**src/rtl/sdes_pkg.sv**
```systemverilog
`timescale 1ns / 1ps

package sdes_pkg;

  // Widths fixed by the cipher.
  localparam int unsigned KeyWidth  = 10;
  localparam int unsigned ByteWidth = 8;
  localparam int unsigned HalfWidth = 4;
  localparam int unsigned SubWidth  = 8;

  // Key value after reset (0011011101).
  localparam logic [KeyWidth-1:0] KeyReset = 10'b0011011101;

  // S-box contents, indexed by {row, col}.
  localparam logic [1:0] Sbox0Tab [16] = '{
    2'd1, 2'd0, 2'd3, 2'd2,
    2'd3, 2'd2, 2'd1, 2'd0,
    2'd0, 2'd2, 2'd1, 2'd3,
    2'd3, 2'd1, 2'd3, 2'd2
  };
  localparam logic [1:0] Sbox1Tab [16] = '{
    2'd0, 2'd1, 2'd2, 2'd3,
    2'd2, 2'd0, 2'd1, 2'd3,
    2'd3, 2'd0, 2'd1, 2'd0,
    2'd2, 2'd1, 2'd0, 2'd3
  };

  // The two round keys derived from the cipher key.
  typedef struct packed {
    logic [SubWidth-1:0] k1;
    logic [SubWidth-1:0] k2;
  } round_keys_t;

  // Initial permutation. Position 1 is the most significant bit.
  function automatic logic [ByteWidth-1:0] perm_ip(input logic [ByteWidth-1:0] b);
    return {b[6], b[2], b[5], b[7], b[4], b[0], b[3], b[1]};
  endfunction

  // Inverse of the initial permutation.
  function automatic logic [ByteWidth-1:0] perm_ip_inv(input logic [ByteWidth-1:0] b);
    return {b[4], b[7], b[5], b[3], b[1], b[6], b[0], b[2]};
  endfunction

  function automatic logic [KeyWidth-1:0] perm_p10(input logic [KeyWidth-1:0] k);
    return {k[7], k[5], k[8], k[3], k[6], k[0], k[9], k[1], k[2], k[4]};
  endfunction

  function automatic logic [SubWidth-1:0] perm_p8(input logic [KeyWidth-1:0] v);
    return {v[4], v[7], v[3], v[6], v[2], v[5], v[0], v[1]};
  endfunction

  // Expansion of a 4-bit half to eight bits.
  function automatic logic [SubWidth-1:0] perm_ep(input logic [HalfWidth-1:0] r);
    return {r[0], r[3], r[2], r[1], r[2], r[1], r[0], r[3]};
  endfunction

  function automatic logic [HalfWidth-1:0] perm_p4(input logic [HalfWidth-1:0] s);
    return {s[2], s[0], s[1], s[3]};
  endfunction

  // Row comes from the outer bits, column from the inner bits.
  function automatic logic [1:0] sbox0(input logic [HalfWidth-1:0] x);
    return Sbox0Tab[{x[3], x[0], x[2], x[1]}];
  endfunction

  function automatic logic [1:0] sbox1(input logic [HalfWidth-1:0] x);
    return Sbox1Tab[{x[3], x[0], x[2], x[1]}];
  endfunction

  // Round function F(R, K).
  function automatic logic [HalfWidth-1:0] round_f(input logic [HalfWidth-1:0] r,
                                                   input logic [SubWidth-1:0]  k);
    logic [SubWidth-1:0] e;
    e = perm_ep(r) ^ k;
    return perm_p4({sbox0(e[7:4]), sbox1(e[3:0])});
  endfunction

endpackage

```
**src/rtl/sdes_keysched.sv**
```systemverilog
`timescale 1ns / 1ps

module sdes_keysched import sdes_pkg::*; (
  input  logic                clk,
  input  logic                rst,
  input  logic                key_valid,
  output logic                key_ready,
  input  logic [KeyWidth-1:0] key,
  output round_keys_t         round_keys
);

  logic [KeyWidth-1:0] key_reg;
  logic [KeyWidth-1:0] p10;
  logic [4:0]          half_l1;
  logic [4:0]          half_r1;
  logic [4:0]          half_l3;
  logic [4:0]          half_r3;

  // Writes are always taken.
  assign key_ready = 1'b1;

  // Cipher key register.
  always_ff @(posedge clk) begin
    if (rst) begin
      key_reg <= KeyReset;
    end else if (key_valid) begin
      key_reg <= key;
    end
  end

  // Round keys: rotate each half by one for K1, by three in total for K2.
  always_comb begin
    p10     = perm_p10(key_reg);
    half_l1 = {p10[8:5], p10[9]};
    half_r1 = {p10[3:0], p10[4]};
    half_l3 = {half_l1[2:0], half_l1[4:3]};
    half_r3 = {half_r1[2:0], half_r1[4:3]};
    round_keys.k1 = perm_p8({half_l1, half_r1});
    round_keys.k2 = perm_p8({half_l3, half_r3});
  end

endmodule

```
**src/rtl/sdes_round.sv**
```systemverilog
`timescale 1ns / 1ps

module sdes_round import sdes_pkg::*; (
  input  logic                 clk,
  input  logic                 rst,
  input  logic                 up_valid,
  output logic                 up_stall,
  input  logic [HalfWidth-1:0] left_in,
  input  logic [HalfWidth-1:0] right_in,
  input  logic [SubWidth-1:0]  subkey,
  output logic                 down_valid,
  input  logic                 down_stall,
  output logic [HalfWidth-1:0] left_out,
  output logic [HalfWidth-1:0] right_out
);

  logic advance;

  // The stage takes a new request when it is empty or its content moves on.
  assign advance  = !down_valid || !down_stall;
  assign up_stall = !advance;

  // Valid bit of the stage.
  always_ff @(posedge clk) begin
    if (rst) begin
      down_valid <= 1'b0;
    end else if (advance) begin
      down_valid <= up_valid;
    end
  end

  // One Feistel round: F of the right half is mixed into the left half.
  always_ff @(posedge clk) begin
    if (advance && up_valid) begin
      left_out  <= left_in ^ round_f(right_in, subkey);
      right_out <= right_in;
    end
  end

endmodule

```
**src/rtl/sdes_block_encrypt.sv**
```systemverilog
`timescale 1ns / 1ps
// Throughput: one byte per cycle; a stage holds its byte while the next one stalls.
// Stages: round with K1, round with K2, inverse initial permutation into the output register.
// Reset (synchronous, active high) empties the pipeline and loads the key 0011011101.

module sdes_block_encrypt import sdes_pkg::*; (
  input  logic                 clk,
  input  logic                 rst,
  input  logic                 in_valid,
  output logic                 in_stall,
  input  logic [ByteWidth-1:0] plaintext,
  output logic                 out_valid,
  input  logic                 out_stall,
  output logic [ByteWidth-1:0] ciphertext,
  input  logic                 key_valid,
  output logic                 key_ready,
  input  logic [KeyWidth-1:0]  key
);

  round_keys_t          round_keys;
  logic [ByteWidth-1:0] permuted;
  logic                 r1_valid;
  logic                 r1_stall;
  logic [HalfWidth-1:0] r1_left;
  logic [HalfWidth-1:0] r1_right;
  logic                 r2_valid;
  logic                 r2_stall;
  logic [HalfWidth-1:0] r2_left;
  logic [HalfWidth-1:0] r2_right;
  logic                 out_advance;

  sdes_keysched u_keysched (
    .clk        (clk),
    .rst        (rst),
    .key_valid  (key_valid),
    .key_ready  (key_ready),
    .key        (key),
    .round_keys (round_keys)
  );

  assign permuted = perm_ip(plaintext);

  // First round works on the permuted byte.
  sdes_round u_round1 (
    .clk        (clk),
    .rst        (rst),
    .up_valid   (in_valid),
    .up_stall   (in_stall),
    .left_in    (permuted[7:4]),
    .right_in   (permuted[3:0]),
    .subkey     (round_keys.k1),
    .down_valid (r1_valid),
    .down_stall (r1_stall),
    .left_out   (r1_left),
    .right_out  (r1_right)
  );

  // Halves are swapped between the two rounds.
  sdes_round u_round2 (
    .clk        (clk),
    .rst        (rst),
    .up_valid   (r1_valid),
    .up_stall   (r1_stall),
    .left_in    (r1_right),
    .right_in   (r1_left),
    .subkey     (round_keys.k2),
    .down_valid (r2_valid),
    .down_stall (r2_stall),
    .left_out   (r2_left),
    .right_out  (r2_right)
  );

  // Output register with the inverse initial permutation.
  assign out_advance = !out_valid || !out_stall;
  assign r2_stall    = !out_advance;

  always_ff @(posedge clk) begin
    if (rst) begin
      out_valid <= 1'b0;
    end else if (out_advance) begin
      out_valid <= r2_valid;
    end
  end

  always_ff @(posedge clk) begin
    if (out_advance && r2_valid) begin
      ciphertext <= perm_ip_inv({r2_left, r2_right});
    end
  end

endmodule

```
**config.mk**
```make
export PLATFORM = sky130hd
export DESIGN_NAME = sdes_block_encrypt
export DESIGN_NICKNAME = d
export VERILOG_FILES = /design/src/rtl/sdes_pkg.sv /design/src/rtl/sdes_keysched.sv /design/src/rtl/sdes_round.sv /design/src/rtl/sdes_block_encrypt.sv
export SDC_FILE = /design/constraint.sdc
export NUM_CORES = 1
export LEC_CHECK = 0
export CORE_MARGIN = 3
export CORE_UTILIZATION = 45
export CTS_BUF_LIST = sky130_fd_sc_hd__clkbuf_4
export DETAILED_ROUTE_END_ITERATION = 6
export DONT_BUFFER_PORTS = 1
export GPL_TIMING_DRIVEN = 0
export PLACE_DENSITY = 0.72
export SETUP_SLACK_MARGIN = 0.02
export SYNTH_ARGS = -nofsm -noshare
export SYNTH_HDL_FRONTEND = slang
export SYNTH_HIERARCHICAL = 1
export SYNTH_SLANG_ARGS = --single-unit
```
**constraint.sdc**
```tcl
create_clock -name clk -period 3.53 [get_ports clk]
set_clock_uncertainty 0.05 [all_clocks]
set_input_delay 0.1765 -clock clk [delete_from_list [all_inputs] [get_ports clk]]
set_output_delay 0.1765 -clock clk [all_outputs]
set_load 0.02 [all_outputs]
```
==> results of run 1 <==
[cells in the mapped netlist (2+ instances only)]
library cell  instances
nand2_1               3
edfxtp_1             24
nor3b_2               2
a21oi_1               6
dfxtp_1              13
xnor2_1              17
buf_4                 7
nor2_1               16
and2_1                2
xnor2_2               4
nor2b_1               8
a211oi_2              2
a211o_2               5
mux2i_1               5
xor2_1                5
a21oi_2               2
o22ai_1               2
xor2_2                2
ha_1                  2
[metrics by stage]
| stage | std cells | setup slack, ps |
|---|---|---|
| 2_1_floorplan | 137 | 1740 |
| 4_1_cts | 215 | 1500 |
| 5_1_grt | 215 | 1380 |
| 6_report | 215 | 1510 |
| 3_5_place_dp | 185 | 1510 |
| 3_3_place_gp | 185 | 1570 |
[where the power goes]
part           total (uW)  switching, uW  internal, uW  leakage [uW]
combinational         224            108           116      0.000401
sequential            542           30.0           512      0.000335
clock                 227            124           103     0.0000368
[cell type report]
cell class	instances	area share, %
clock buffers	8	2.86
repair buffers	22	10.5
well taps	48	2.86
multi-input cells	90	33.7
flip-flops and latches	37	46.7
inverters	1	0.179
plain buffers	9	3.21
[kinds of logic (layout without fill, tap and decap cells)]
family                   count (synthesis)  after routing  synth area share (%)
flip-flops                              37             37                  55.7
AND/OR/NAND/NOR                         33             33                  10.0
XOR/XNOR                                28             28                  16.5
AO/OA/AOI/OAI                           21             21                  9.30
buffers and inverters                   10             40                  4.05
multiplexers                             5              5                  2.84
adder cells (fa/ha/maj)                  2              2                  1.42
other                                    1              1                 0.213
[layer usage]
layer | vias to the layer above | wire, um | share of wire (%)
met5 | - | 0 | 0
met4 | 0 | 22 | 0.72
met3 | 2 | 136 | 4.5
met2 | 30 | 1660 | 54
met1 | 515 | 1240 | 41
li1 | 529 | - | -
[repair_timing]
action                    4_1_cts  5_1_grt
gates resized for setup         0        0
hold endpoints to repair       21        0
buffers inserted                0        0
hold buffers                   22        0
[worst max path at each step]
stage	depth (start not counted)	from	to
3_5_place_dp	4	out_valid$_SDFFE_PP0P_	u_round1/left_out[2]$_DFFE_PP_
5_1_grt	4	out_valid$_SDFFE_PP0P_	u_round1/right_out[2]$_DFFE_PP_
2_1_floorplan	4	out_valid$_SDFFE_PP0P_	u_round1/left_out[0]$_DFFE_PP_
3_3_place_gp	4	out_valid$_SDFFE_PP0P_	u_round1/left_out[2]$_DFFE_PP_
6_report	4	out_valid$_SDFFE_PP0P_	u_round1/right_out[2]$_DFFE_PP_
4_1_cts	4	out_valid$_SDFFE_PP0P_	u_round1/right_out[2]$_DFFE_PP_
==> run_results.csv, run 1 <==
group,metric,value,unit
floorplanning,core_area,3720,um^2
drt,remaining_drc_errors,0,
timing,holdWs,20.2,ps
synthesis,syn_nets,162,
clock_network,clk_pin_slew,100,ps
drt,wl,3060,um
drt,drt_iter0_markers,46,
clock_network,cts_buffers,5,
min_path,hold_end,"u_keysched/key_reg[0]$_SDFFE_PP1P_",
timing,hold_violations,0,
placement,gp_congestion,0.724,
floorplanning,die_y,68.6,um
critical_path,crit_top_cell,"and2_1",
min_path,holdPathStages,2,
floorplanning,die_area,4700,um^2
synthesis,synth_cells,137,
global_routing,track_usage,15.6,%
layout,final_cell_area,2100,um^2
run_status,status,"finished clean",
synthesis,syn_area,1760,um^2
critical_path,reg2reg_to,"u_round1/right_out[2]$_DFFE_PP_",
critical_path,start_kind,"flip-flop",
global_routing,grt_pass1_vias,1131,
synthesis,yosys.cell_types.count,29,
synthesis,synthTopCellsByArea,"edfxtp_1 (41%), dfxtp_1 (15%), xnor2_1 (8.5%)",
critical_path,arrival,1930,ps
synthesis,synth_warnings,6,
clock_network,cts_tree,"yes",
critical_path,cpMaxStageDelayCell,"nor2b_1",
timing,layout_min_cycle_time,2020,ps
drt,wl_per_cell,14.2,um
critical_path,reg2reg_setup_slack,1510,ps
floorplanning,pin_count,34,
critical_path,path_max_fanout,8,
synthesis,async_flop_share,0,%
synthesis,yosysTopAreaCellShare,40.9,%
global_routing,met2_usage,27.1,%
placement,port_buffers,0,
layout,areaGrowthSynthToFinish,19.3,%
global_routing,use_met3,6.48,%
drt,first_pass_iters,4,
min_path,hp-start,"key_valid",
drt,ant_nets,0,
clock_network,cts_root_buffer,"clkbuf_4",
critical_path,worstSetupPathType,"reg -> reg",
clock_network,clock-sinks,37,
global_routing,grt_busiest_layer,"met2",
clock_network,clk_latency,330,ps
synthesis,yosysTopAreaCell,"edfxtp_1",
layout,diodes,0,
pwr,leakage,0.000773,uW
layout,layout_common_cells,"edfxtp_1 (24), dlygate4sd3_1 (22), xnor2_1 (17), nor2_1 (16), dfxtp_1 (13)",
synthesis,ys_ff_latch,37,
pwr,total_power,993,uW
timing,setup_viol,0,
timing,max_freq,496,MHz
timing,max_slew_margin,52.3,%
critical_path,critical_path.top_delay_family,"simple AND/OR/NAND/NOR gates",
run,maxCapViolCount,0,
placement,placed_cell_area,1820,um^2
layout,drive_above_1_share,21.0,%
floorplanning,initial_core_util,47.4,%
global_routing,grt_overflow_total,0,
global_routing,grt_use_met1,17.2,%
layout,layout_commonest_cell,"edfxtp_1",
layout,largest_reg_flops,10,
layout,ff_latch_area,981,um^2
timing,fin_crit_sh,57.1,%
floorplanning,rows,22,
drt,vias,1076,
synthesis,ys_seq_area_share,55.7,%
critical_path,critPathMaxStageDelay,600,ps
synthesis,syn_area_per_cell,12.9,um^2
synthesis,synth-edff-count,24,
timing,timing.setup.tns,0,ps
placement,dp_hpwl,2210,um
floorplanning,chipWidth,68.6,um
critical_path,cp_num_buf_inv,0,
global_routing,antenna_found_initial,0,
timing,tightestPinTransition,713,ps
min_path,hold_class,"in -> reg",
critical_path,r2r_cells,4,
pwr,ir_drop,0.290,mV
pwr,cellPowerDensity,472,nW/um^2
timing,grt_setup_unrepaired,"no",
critical_path,worst-endpoint-required,3440,ps
drt,vias_per_cell,5.00,
clock_network,ctsLongestPathBuffers,2,
layout,multi_input_area,709,um^2
critical_path,crit_chain,"and2_4 -> and2_1 -> and2_1 -> nor2b_1",
layout,fillers,318,
critical_path,worstReg2RegStart,"out_valid$_SDFFE_PP0P_",
timing,slew_viol_final,0,
clock_network,cts.htree.levels,2,
layout,fin_nets,191,
critical_path,endpoint_kind,"flip-flop",
layout,post-route-util,56.6,%
global_routing,grt_pass1_wl,5220,um
global_routing,grt_max_degree,11,
synthesis,synth_ff_type,"edfxtp_1",
Note: power is estimated with default switching activity, not from simulation.
==> run 2: changes to the inputs <==
--- a/config.mk
+++ b/config.mk
@@ -5,6 +5,7 @@
 export SDC_FILE = /design/constraint.sdc
 export NUM_CORES = 1
 export LEC_CHECK = 0
+export ABC_AREA = 1
 export CORE_MARGIN = 3
 export CORE_UTILIZATION = 45
 export CTS_BUF_LIST = sky130_fd_sc_hd__clkbuf_4
==> constraint.sdc (replaced) <==
create_clock -name clk -period 2 [get_ports clk]
set_clock_uncertainty 0.05 [all_clocks]
set_input_delay 0.1 -clock clk [delete_from_list [all_inputs] [get_ports clk]]
set_output_delay 0.1 -clock clk [all_outputs]
set_load 0.02 [all_outputs]
==> run_results.csv, run 2 <==
group,metric,value,unit
run_status,status,"finished clean",
pwr,p_int,1200,uW
synthesis,yosysTopAreaCell,"edfxtp_1",
global_routing,grt_max_degree,13,
drt,ant_nets,0,
critical_path,crit_top_cell,"dlygate4sd3_1",
synthesis,synth_cells,247,
clock_network,cts_root_buffer,"clkbuf_4",
clock_network,clk_latency,330,ps
drt,vias,1592,
timing,tightestPinTransition,577,ps
critical_path,worstSetupPathType,"in -> reg",
floorplanning,core_area,4090,um^2
clock_network,cts_tree,"yes",
pwr,sequentialPowerShare,55.0,%
pwr,clock_power_share,22.1,%
placement,dp_hpwl,2620,um
synthesis,synth_commonest_cells,"nand2_1 (100), inv_1 (39), edfxtp_1 (24), nand3_1 (23), dfxtp_1 (13)",
floorplanning,rows,23,
timing,hold_violations,0,
global_routing,grt_pass1_wl,6550,um
pwr,leakage,0.00119,uW
floorplanning,die_area,5180,um^2
synthesis,synth_warnings,6,
global_routing,grt_pass1_vias,1607,
drt,wl,3750,um
critical_path,crit_chain,"dlygate4sd3_1 -> nand2_1 -> dlygate4sd3_1 -> nand3_1 -> dlygate4sd3_1",
pwr,combPwrFrac,22.9,%
layout,fin_nets,314,
min_path,hold_class,"in -> reg",
synthesis,yosys.cell_types.count,22,
pwr,ir_drop,0.430,mV
drt,drt_iter0_markers,70,
timing,setup_viol,0,
critical_path,arrival,1950,ps
timing,max_slew_margin,61.4,%
pwr,swShare,29.6,%
synthesis,syn_nets,272,
synthesis,synth_ff_type,"edfxtp_1",
pwr,cellPowerDensity,699,nW/um^2
synthesis,synth_most_common_cell,"nand2_1",
clock_network,postCtsSetupBuffers,0,
drt,wl_per_cell,11.0,um
floorplanning,initial_core_util,47.9,%
layout,layout_commonest_cell,"nand2_1",
clock_network,clk_pin_slew,110,ps
critical_path,path_max_fanout,1,
critical_path,worst-endpoint-required,2180,ps
drt,vias_per_cell,4.68,
floorplanning,die_y,71.9,um
clock_network,cts.htree.levels,2,
synthesis,synthTopCellsByArea,"edfxtp_1 (37%), nand2_1 (19%), dfxtp_1 (13%)",
layout,drive_above_1_share,10.3,%
timing,slew_viol_final,0,
critical_path,cp_num_buf_inv,3,
layout,layout_common_cells,"nand2_1 (100), inv_1 (39), dlygate4sd3_1 (34), edfxtp_1 (24), nand3_1 (23)",
placement,port_buffers,0,
global_routing,grt_overflow_total,0,
clock_network,ctsLongestPathBuffers,2,
layout,stdcell_count,340,
placement,dp.cells,297,
timing,max_freq,565,MHz
critical_path,start_kind,"primary input",
clock_network,cts_buffers,5,
synthesis,yosysTopAreaCellShare,36.8,%
drt,remaining_drc_errors,0,
synthesis,async_flop_share,0,%
global_routing,antenna_found_initial,0,
critical_path,critical_path.top_delay_family,"buffers and inverters",
pwr,switchingPower,502,uW
run,maxCapViolCount,0,
placement,gp_congestion,0.810,
layout,areaGrowthSynthToFinish,24.2,%
synthesis,synth-edff-count,24,
timing,holdWs,147,ps
layout,diodes,0,
drt,first_pass_iters,4,
critical_path,endpoint_kind,"flip-flop",
synthesis,ys_ff_latch,37,
timing,timing.setup.tns,0,ps
timing,layout_min_cycle_time,1770,ps
floorplanning,chipWidth,71.9,um
critical_path,cpMaxStageDelayCell,"dlygate4sd3_1",
synthesis,syn_area_per_cell,7.92,um^2
floorplanning,pin_count,34,
critical_path,critPathMaxStageDelay,570,ps
synthesis,syn_area,1960,um^2
clock_network,clock-sinks,37,
layout,largest_reg_flops,10,
timing,fin_crit_sh,88.5,%
synthesis,ys_seq_area_share,50.1,%
global_routing,track_usage,16.3,%
timing,grt_setup_unrepaired,"no",
run 2: metal layers:
layer  global-route usage (%)  wire length, um  vias to the layer above
li1                         -                -                      837
met1                     16.0             1490                      695
met2                     31.3             1950                       51
met3                     4.85              201                        9
met4                     7.10              100                        0
met5                        0                0                        -
run 2: per-stage QoR:
step / util [%] / cell area (um^2) / power (uW) / setup slack (ps)
5_1_grt: 59.5 / 2430 / 1840 / 183
4_1_cts: 59.3 / 2420 / 1710 / 90.4
3_3_place_gp: 49.4 / 2020 / 1260 / 160
6_report: 59.5 / 2430 / 1700 / 230
2_1_floorplan: - / 1960 / 1210 / 395
3_5_place_dp: 49.4 / 2020 / 1280 / 127
run 2: final cells by class:
cell class | count | area (um^2)
flip-flops and latches | 37 | 981
inverters | 41 | 154
well taps | 50 | 62.6
multi-input cells | 161 | 761
fillers | 373 | 1660
repair buffers | 35 | 353
clock buffers | 5 | 37.5
clock inverters | 3 | 17.5
plain buffers | 8 | 63.8
run 2: power by group through the flow:
stage | Clock (uW) | Combinational, uW | Sequential, uW
final | 376 | 389 | 934
after global routing | 439 | 457 | 940
after CTS | 388 | 383 | 936
after detailed placement | 0 | 323 | 953
after global placement | 0 | 312 | 948
after floorplan | 0 | 279 | 936
run 2: final timing paths:
kind	start	endpoint	slack, ps	depth (start not counted)
max reg2reg	u_keysched/key_reg[7]$_SDFFE_PP1P_	u_round1/left_out[1]$_DFFE_PP_	320	6
max	key[3]	u_keysched/key_reg[3]$_SDFFE_PP1P_	230	5
min	plaintext[4]	u_round1/left_out[1]$_DFFE_PP_	150	4
min reg2reg	u_round2/right_out[3]$_DFFE_PP_	ciphertext[4]$_DFFE_PP_	380	0
run 2: logic make-up (layout without fill, tap and decap cells):
kind of cell             count (synthesis)  count (layout)  share of synthesized area (%)
other                                    1               1                          0.192
AO/OA/AOI/OAI                            7               7                           1.98
buffers and inverters                   49              92                           11.1
AND/OR/NAND/NOR                        140             140                           30.4
adder cells (fa/ha/maj)                  2               2                           1.28
XOR/XNOR                                11              11                           4.92
flip-flops                              37              37                           50.1
run 2: tightest hold or removal path, delay by kind of cell:
family	cells	cell delay (ps)
XOR/XNOR	1	90
AND/OR/NAND/NOR	3	240
run 2: timing repair:
action / in CTS / in global routing
hold buffers: 35 / 0
setup endpoints to repair: 0 / 11
hold endpoints to repair: 21 / 0
gates resized for setup: 0 / 2
==> run 3: changes to the inputs <==
--- a/config.mk
+++ b/config.mk
@@ -8,7 +8,6 @@
 export ABC_AREA = 1
 export CORE_MARGIN = 3
 export CORE_UTILIZATION = 45
-export CTS_BUF_LIST = sky130_fd_sc_hd__clkbuf_4
 export DETAILED_ROUTE_END_ITERATION = 6
 export DONT_BUFFER_PORTS = 1
 export GPL_TIMING_DRIVEN = 0
==> run_results.csv, run 3 (synthesized netlist as in run 2, its figures left out) <==
group,metric,value,unit
run_status,status,"finished clean",
timing,tightestPinTransition,572,ps
global_routing,antenna_found_initial,0,
drt,first_pass_iters,4,
clock_network,cts_tree,"yes",
timing,slew_viol_final,0,
layout,drive_above_1_share,10.8,%
timing,timing.setup.tns,0,ps
drt,wl_per_cell,10.9,um
clock_network,clk_latency,290,ps
critical_path,worst-endpoint-required,2000,ps
pwr,ir_drop,0.472,mV
floorplanning,die_y,71.9,um
pwr,leakage,0.00115,uW
pwr,cellPowerDensity,773,nW/um^2
global_routing,grt_overflow_total,0,
clock_network,cts_root_buffer,"clkbuf_8",
min_path,hold_class,"in -> reg",
layout,layout_commonest_cell,"nand2_1",
clock_network,clk_pin_slew,70,ps
timing,layout_min_cycle_time,1670,ps
floorplanning,rows,23,
floorplanning,chipWidth,71.9,um
clock_network,cts.htree.levels,2,
drt,vias_per_cell,4.65,
global_routing,grt_pass1_vias,1529,
timing,setup_viol,0,
global_routing,track_usage,15.6,%
floorplanning,core_area,4090,um^2
placement,dp_hpwl,2620,um
drt,remaining_drc_errors,0,
drt,wl,3560,um
placement,dp.cells,297,
clock_network,clock-sinks,37,
timing,fin_crit_sh,83.6,%
clock_network,cts_buffers,5,
critical_path,cpMaxStageDelayCell,"dfxtp_1",
drt,vias,1519,
drt,ant_nets,0,
floorplanning,pin_count,34,
global_routing,grt_pass1_wl,6210,um
layout,largest_reg_flops,10,
layout,diodes,0,
layout,layout_common_cells,"nand2_1 (100), inv_1 (39), edfxtp_1 (24), nand3_1 (23), dlygate4sd3_1 (22)",
layout,stdcell_count,327,
layout,areaGrowthSynthToFinish,19.0,%
critical_path,start_kind,"flip-flop",
clock_network,postCtsSetupBuffers,0,
global_routing,grt_max_degree,13,
critical_path,worstSetupPathType,"reg -> reg",
critical_path,cp_num_buf_inv,1,
floorplanning,initial_core_util,47.9,%
clock_network,ctsLongestPathBuffers,2,
placement,gp_congestion,0.810,
timing,max_freq,598,MHz
timing,grt_setup_unrepaired,"no",
timing,max_slew_margin,61.7,%
floorplanning,die_area,5180,um^2
critical_path,crit_chain,"buf_4 -> xnor2_1 -> ha_1 -> or2_1 -> nand3_1 -> nand2_1",
timing,hold_violations,0,
run,maxCapViolCount,0,
critical_path,critPathMaxStageDelay,370,ps
placement,port_buffers,0,
drt,drt_iter0_markers,109,
critical_path,path_max_fanout,5,
critical_path,arrival,1670,ps
layout,fin_nets,301,
critical_path,endpoint_kind,"flip-flop",
critical_path,critical_path.top_delay_family,"flip-flops",
-- run 3: changes by cell type in the layout (fill, tap and decap cells not counted) --
cell	delta
dlygate4sd3_1	-12
clkbuf_4	-5
clkbuf_8	+5
dlymetal6s4s_1	-1
-- run 3: what timing repair did --
action	CTS	global route
endpoints found under the hold margin	21	0
hold buffers	22	0
resized for setup	0	1
setup endpoints to repair	0	8
-- run 3: through the flow --
step	hold slack [ps]	area, um^2	power [uW]	setup slack, ps	utilization (%)
3_5_place_dp	115	2020	1280	127	49.4
3_3_place_gp	113	2020	1260	160	49.4
2_1_floorplan	112	1960	1210	395	-
5_1_grt	40.5	2330	1930	191	57.0
6_report	12.7	2330	1800	328	57.0
4_1_cts	10.1	2330	1810	113	56.9
-- run 3: worst paths after layout --
kind,startpoint,endpoint,slack [ps],cells after the start
setup / recovery,u_keysched/key_reg[7]$_SDFFE_PP1P_,u_round1/left_out[1]$_DFFE_PP_,330,6
hold / removal,key_valid,u_keysched/key_reg[6]$_SDFFE_PP1P_,10,3
setup reg to reg,u_keysched/key_reg[7]$_SDFFE_PP1P_,u_round1/left_out[1]$_DFFE_PP_,330,6
hold reg to reg,u_round2/right_out[3]$_DFFE_PP_,ciphertext[4]$_DFFE_PP_,370,0
-- run 3: power by group --
part | internal [uW] | switching (uW)
Sequential | 883 | 51.6
Clock | 240 | 264
Combinational | 163 | 199
-- run 3: worst register-to-register path: cells and delay by family (launching register included) --
kind | cells | cell delay (ps)
AND/OR/NAND/NOR | 3 | 370
XOR/XNOR | 1 | 220
flip-flops | 1 | 370
buffers and inverters | 1 | 160
adder cells (fa/ha/maj) | 1 | 270
-- run 3: per-layer routing --
layer / share of wire (%) / vias to the layer above / track usage, % / wire length [um]
met5: 0 / - / 0 / 0
met4: 3.8 / 0 / 8.98 / 136
met3: 6.3 / 11 / 4.16 / 224
met2: 47 / 39 / 28.2 / 1690
met1: 42 / 659 / 16.2 / 1510
li1: - / 810 / - / -
-- run 3: cell type report --
| class | count | area, um^2 |
|---|---|---|
| buffer | 8 | 63.8 |
| clock buffer | 5 | 68.8 |
| clock inverter | 3 | 17.5 |
| fill | 385 | 1760 |
| inverter | 41 | 154 |
| multi-input combinational | 161 | 761 |
| sequential | 37 | 981 |
| tap | 50 | 62.6 |
| timing repair buffer | 22 | 220 |
